**src/rtl/core/weighted_nll_loss_accumulator_unit_assert.svh**
```systemverilog
// Assertion macros shared by the loss accumulator modules
`ifndef WEIGHTED_NLL_LOSS_ACCUMULATOR_UNIT_ASSERT_SVH
`define WEIGHTED_NLL_LOSS_ACCUMULATOR_UNIT_ASSERT_SVH

// Implication checked on every rising clock edge outside reset
`define WNLL_ASSERT_IMP(label, clk_s, rst_s, ante, cons, msg) \
    label: assert property (@(posedge clk_s) disable iff (!rst_s) (ante) |-> (cons)) \
        else $error(msg);

// Next-cycle implication checked outside reset
`define WNLL_ASSERT_NEXT(label, clk_s, rst_s, ante, cons, msg) \
    label: assert property (@(posedge clk_s) disable iff (!rst_s) (ante) |=> (cons)) \
        else $error(msg);

`endif

```
**src/rtl/core/wnll_pkg.sv**
```systemverilog
// ----------------------------------------------------------------------------
// wnll_pkg
// Types, codes and constants of the weighted NLL loss accumulator.
// ----------------------------------------------------------------------------
package wnll_pkg;

    localparam int NUM_CLASSES_DEF = 256;
    localparam int PROB_BITS_DEF   = 16;
    localparam logic [31:0] LN2_Q32 = 32'd2977044472;
    localparam logic [15:0] WEIGHT_ONE = 16'd256;

    typedef enum logic [1:0] {
        CMD_LOAD   = 2'd0,
        CMD_ACCUM  = 2'd1,
        CMD_FINISH = 2'd2,
        CMD_NONE   = 2'd3
    } cmd_t;

    typedef enum logic [2:0] {
        REG_IGN_EN  = 3'd0,
        REG_IGN_VAL = 3'd1,
        REG_NORM    = 3'd2,
        REG_OUTER   = 3'd3,
        REG_INNER   = 3'd4
    } reg_idx_t;

    typedef enum logic [1:0] {
        NORM_FULL   = 2'd0,
        NORM_WEIGHT = 2'd1,
        NORM_OUTER  = 2'd2,
        NORM_NONE   = 2'd3
    } norm_t;

    typedef enum logic [2:0] {
        ST_IDLE,
        ST_LOG,
        ST_NLL,     // final fraction bit settles into the -ln register
        ST_TERM,
        ST_DENOM,
        ST_DIV,
        ST_EMIT
    } state_t;

    // Controller to datapath commands
    typedef struct packed {
        logic take_item;   // register input item, start log if accumulate
        logic do_load;     // write weight table
        logic log_step;    // one squaring step of log2
        logic do_term;     // multiply and accumulate
        logic do_denom;    // set up divider
        logic div_step;    // one restoring division step
        logic do_emit;     // load output register, clear sums
    } ctl_cmd_t;

    // Datapath to controller status
    typedef struct packed {
        logic log_done;
        logic div_done;
        logic out_busy;
    } ctl_stat_t;

endpackage

```
**src/rtl/core/wnll_ctrl.sv**
```systemverilog
// ----------------------------------------------------------------------------
// wnll_ctrl
// Sequencer for the loss accumulator: log iteration, accumulate, division.
// ----------------------------------------------------------------------------
module wnll_ctrl
(
    input  logic                  clk,
    input  logic                  rst_n,
    input  logic                  in_valid,
    input  logic [1:0]            in_cmd,
    input  logic                  in_skip,
    input  wnll_pkg::ctl_stat_t   stat,
    output logic                  in_ready,
    output wnll_pkg::ctl_cmd_t    cmd
);
    import wnll_pkg::*;

    state_t state_reg, state_next;

    // Next state
    always_comb
    begin
        state_next = state_reg;
        case (state_reg)
            ST_IDLE:
            begin
                if (in_valid)
                begin
                    if (in_cmd == CMD_ACCUM && !in_skip)
                        state_next = ST_LOG;
                    else if (in_cmd == CMD_FINISH)
                        state_next = ST_DENOM;
                end
            end
            ST_LOG:   if (stat.log_done) state_next = ST_NLL;
            ST_NLL:   state_next = ST_TERM;
            ST_TERM:  state_next = ST_IDLE;
            ST_DENOM: state_next = ST_DIV;
            ST_DIV:   if (stat.div_done) state_next = ST_EMIT;
            ST_EMIT:  if (!stat.out_busy) state_next = ST_IDLE;
            default:  state_next = ST_IDLE;
        endcase
    end

    // Outputs
    always_comb
    begin
        cmd = '0;
        in_ready = 1'b0;
        case (state_reg)
            ST_IDLE:
            begin
                in_ready = 1'b1;
                cmd.take_item = in_valid;
                cmd.do_load = in_valid && (in_cmd == CMD_LOAD);
            end
            ST_LOG:   cmd.log_step = 1'b1;
            ST_NLL:   cmd = '0;
            ST_TERM:  cmd.do_term = 1'b1;
            ST_DENOM: cmd.do_denom = 1'b1;
            ST_DIV:   cmd.div_step = 1'b1;
            ST_EMIT:  cmd.do_emit = !stat.out_busy;
            default:  cmd = '0;
        endcase
    end

    always_ff @(posedge clk or negedge rst_n)
    begin
        if (!rst_n)
            state_reg <= ST_IDLE;
        else
            state_reg <= state_next;
    end

    // Assertion helpers
    logic       is_idle;
    logic [5:0] cmd_vec;
    assign is_idle = (state_reg == ST_IDLE);
    assign cmd_vec = {cmd.take_item, cmd.log_step, cmd.do_term,
                      cmd.do_denom, cmd.div_step, cmd.do_emit};

    `include "weighted_nll_loss_accumulator_unit_assert.svh"
    `WNLL_ASSERT_IMP(a_ready_idle, clk, rst_n, in_ready, is_idle, "ready outside idle")
    `WNLL_ASSERT_NEXT(a_emit_idle, clk, rst_n, cmd.do_emit, is_idle, "emit not followed by idle")
    `WNLL_ASSERT_IMP(a_one_cmd, clk, rst_n, 1'b1, $onehot0(cmd_vec), "overlapping commands")
endmodule

```
**config.mk**
```make
export PLATFORM = sky130hd
export DESIGN_NAME = wnll_ctrl
export DESIGN_NICKNAME = d
export VERILOG_FILES = /design/src/rtl/core/wnll_pkg.sv /design/src/rtl/core/wnll_ctrl.sv
export VERILOG_INCLUDE_DIRS = /design/src /design/src/rtl/core
export SDC_FILE = /design/constraint.sdc
export NUM_CORES = 1
export LEC_CHECK = 0
export BUFFER_PORTS_ARGS = -buffer_cell sky130_fd_sc_hd__buf_2
export CAP_MARGIN = 20
export CORE_AREA = 2 2 39 41
export CTS_CLUSTER_DIAMETER = 30
export DETAILED_ROUTE_END_ITERATION = 16
export DIE_AREA = 0 0 41 43
export PLACE_DENSITY = 0.4
export RECOVER_POWER = 100
export SLEW_MARGIN = 25
export SYNTH_ARGS = -nofsm -noshare
export SYNTH_HDL_FRONTEND = slang
export SYNTH_SLANG_ARGS = --single-unit
```
**constraint.sdc**
```tcl
create_clock -name clk -period 1.2 [get_ports clk]
set_input_delay 0.12 -clock clk [delete_from_list [all_inputs] [get_ports clk]]
set_output_delay 0.12 -clock clk [all_outputs]
set_load 0.03 [all_outputs]
```
==> results.cfg <==
[clock_network]
htreeDepth = 1
cts_tree = done
cts_inserted_buffers = 3
root_buffer = clkbuf_4
cts.clk_slew.worst_paths_ns = 0.04
clkSinkCount = 3
clk_latency_ns = 0.23
cts.path.max_buffers = 2

[grt]
grt_start_max_net_pins = 8
grt_pass1_vias = 326
grt_pass1_wl_mm = 1.30
grt_antenna_before_repair = 0
gr-total-overflow = 0
grt_util_all_layers = 0.116

[worst_setup_path]
critical_path_class = reg2out
reg2reg_setup_slack_ns = 0.01
worstPathArrival_ns = 1.24
crit_required_ns = 1.08
cp-start-kind = register
path_max_fanout = 4
worst_setup_path_end_kind = primary output

[route]
wl_per_cell_microns = 11.5
firstDrtPassIters = 2
drc = 0
viasPerCell = 4.55
vias = 332
drt-initial-drc-count = 1
wl_microns = 837
ant_nets = 0

[timing]
slew_violations = 0
max_clock_freq_mhz = 737
finalCriticalPeriod_ns = 1.36
worstMarginPinSlew_ns = 0.189
rsz0062_at_grt = true
finalSetupViolations = 7
fin_ws_ns = -0.157
relSlewSlack = 0.874
fin_worst_skew_ns = 0.00331
fin_crit_sh = 1.13
hold_viol = 0

[power_and_ir_drop]
p_leak_nw = 0.260
vdd_drop_max_v = 0.000870
power_w = 0.00151
power.density_nw_per_um2 = 2810

[placement]
place_hpwl_microns = 602
gp_congestion = 0.678
post_dp_cell_area_sq_um = 390
io_buffer_count = 16

[yosys]
synth_area_per_cell_sq_um = 9.23
ys_warn_count = 0
yosys-top-cells-area = dfrtp_1 (28%), and3b_1 (9.8%), nor3b_1 (5.6%), a22oi_2 (4.7%), buf_6 (4.2%)
ys_seq_area_frac = 0.280
netlist.top_cell.by_area = dfrtp_1
postSynthCellCount = 29
synth_area_sq_um = 268
synth.top_cell.area_share = 0.280
ys_types = 22
synth_nets = 38
ys_ff_latch = 3

[run_status]
violations = setup timing
outcome = finished with violations

[layout]
syn_to_final_growth_pct = 101
diodes = 0
largest_register_ffs = 3
drive_gt1_frac = 0.684
fin_util = 0.390
final_nets = 67
finalInstanceArea_sq_um = 539

[hold_path]
hp-class = in2reg

[floorplanning]
coreArea_sq_um = 1380
start_util = 0.193
dieHeight_microns = 43
io_pins = 17
std_cell_rows = 14
die_w_microns = 41
dieArea_sq_um = 1760

[job]
maxCapViolCount = 0
## kinds of logic after synthesis
logic type | Yosys count | share of synthesized area
AND/OR/NAND/NOR | 12 | 0.346
flip-flops | 3 | 0.280
AO/OA/AOI/OAI | 9 | 0.257
buffers and inverters | 5 | 0.117
## layer usage
metal  vias to the layer above  share of wire  GRT usage
met1                       157           0.39      0.136
met4                         0              0      0.120
li1                        163              -          -
met5                         -              0          0
met2                        12           0.57      0.153
met3                         0          0.047     0.0314
## worst max-delay path, cell delays in order, from the launching register on
cell and delay [ns]:
dfrtp_2 0.43, nor3_4 0.24, and3b_1 0.20, buf_6 0.13
## path summary, 6_finish.rpt
| kind | from | cells past startpoint | endpoint |
|---|---|---|---|
| max reg2reg | state_reg[1] | 5 | state_reg[0] |
| max in group asynchronous | rst_n | 2 | state_reg[0] |
| min in group asynchronous | rst_n | 2 | state_reg[1] |
| min | stat[1] | 3 | state_reg[1] |
| min reg2reg | state_reg[2] | 2 | state_reg[1] |
| max | state_reg[1] | 3 | cmd[5] |
## what timing repair did
action | in CTS | in global routing
buffers inserted | 1 | 6
endpoints found under the hold margin | 3 | 0
pin swaps | 3 | 3
gates cloned | 0 | 0
resized for setup | 13 | 11
endpoints found under the setup margin | 9 | 10
hold buffers | 1 | 0
## per-stage QoR
stage	setup slack (ns)	TNS (ns)	hold slack (ns)	instances
after floorplan	-0.177	-0.226	-0.176	29
after global placement	0.0187	0	-0.0822	61
after global routing	-0.224	-1.09	0.164	73
after detailed placement	-0.00573	-0.00793	-0.0836	61
after CTS	-0.160	-0.789	0.129	67
final	-0.157	-0.662	0.134	73
## final cells by class
cell class | instances | area [sq um]
clock buffer | 4 | 26.3
fill | 146 | 845
inverter | 2 | 12.5
multi-input combinational | 21 | 186
sequential | 3 | 78.8
tap | 16 | 20.0
timing repair buffer | 27 | 215
## cells in the mapped netlist
cell type / n
nor2b_1: 1
buf_6: 1
a32o_1: 1
buf_2: 1
o21a_1: 1
nor3_2: 1
a21oi_1: 1
o21ai_1: 2
and4_1: 1
and2_1: 1
dfrtp_1: 3
nor3_1: 1
inv_1: 2
a22oi_2: 1
and3b_1: 3
a32oi_1: 1
a22oi_1: 1
nor2_1: 1
buf_4: 1
nand4bb_1: 1
a21o_1: 1
nor3b_1: 2
## cells in the final DEF, fill, tap and decap left out, types with 2 or more instances in the layout
master / instances
clkbuf_4: 3
o21ai_1: 2
buf_4: 8
buf_2: 8
and3b_1: 2
dfrtp_2: 3
buf_6: 9
clkbuf_1: 2
nor3b_2: 2
## power by group
group / leakage [nW] / switching [W] / total, W / internal, W
combinational: 0.212 / 0.000516 / 0.00108 / 0.000562
clock: 0.0150 / 0.0000538 / 0.000178 / 0.000125
sequential: 0.0339 / 0.0000933 / 0.000256 / 0.000163
total: 0.260 / 0.000663 / 0.00151 / 0.000850
(Power assumes the default switching activity.)
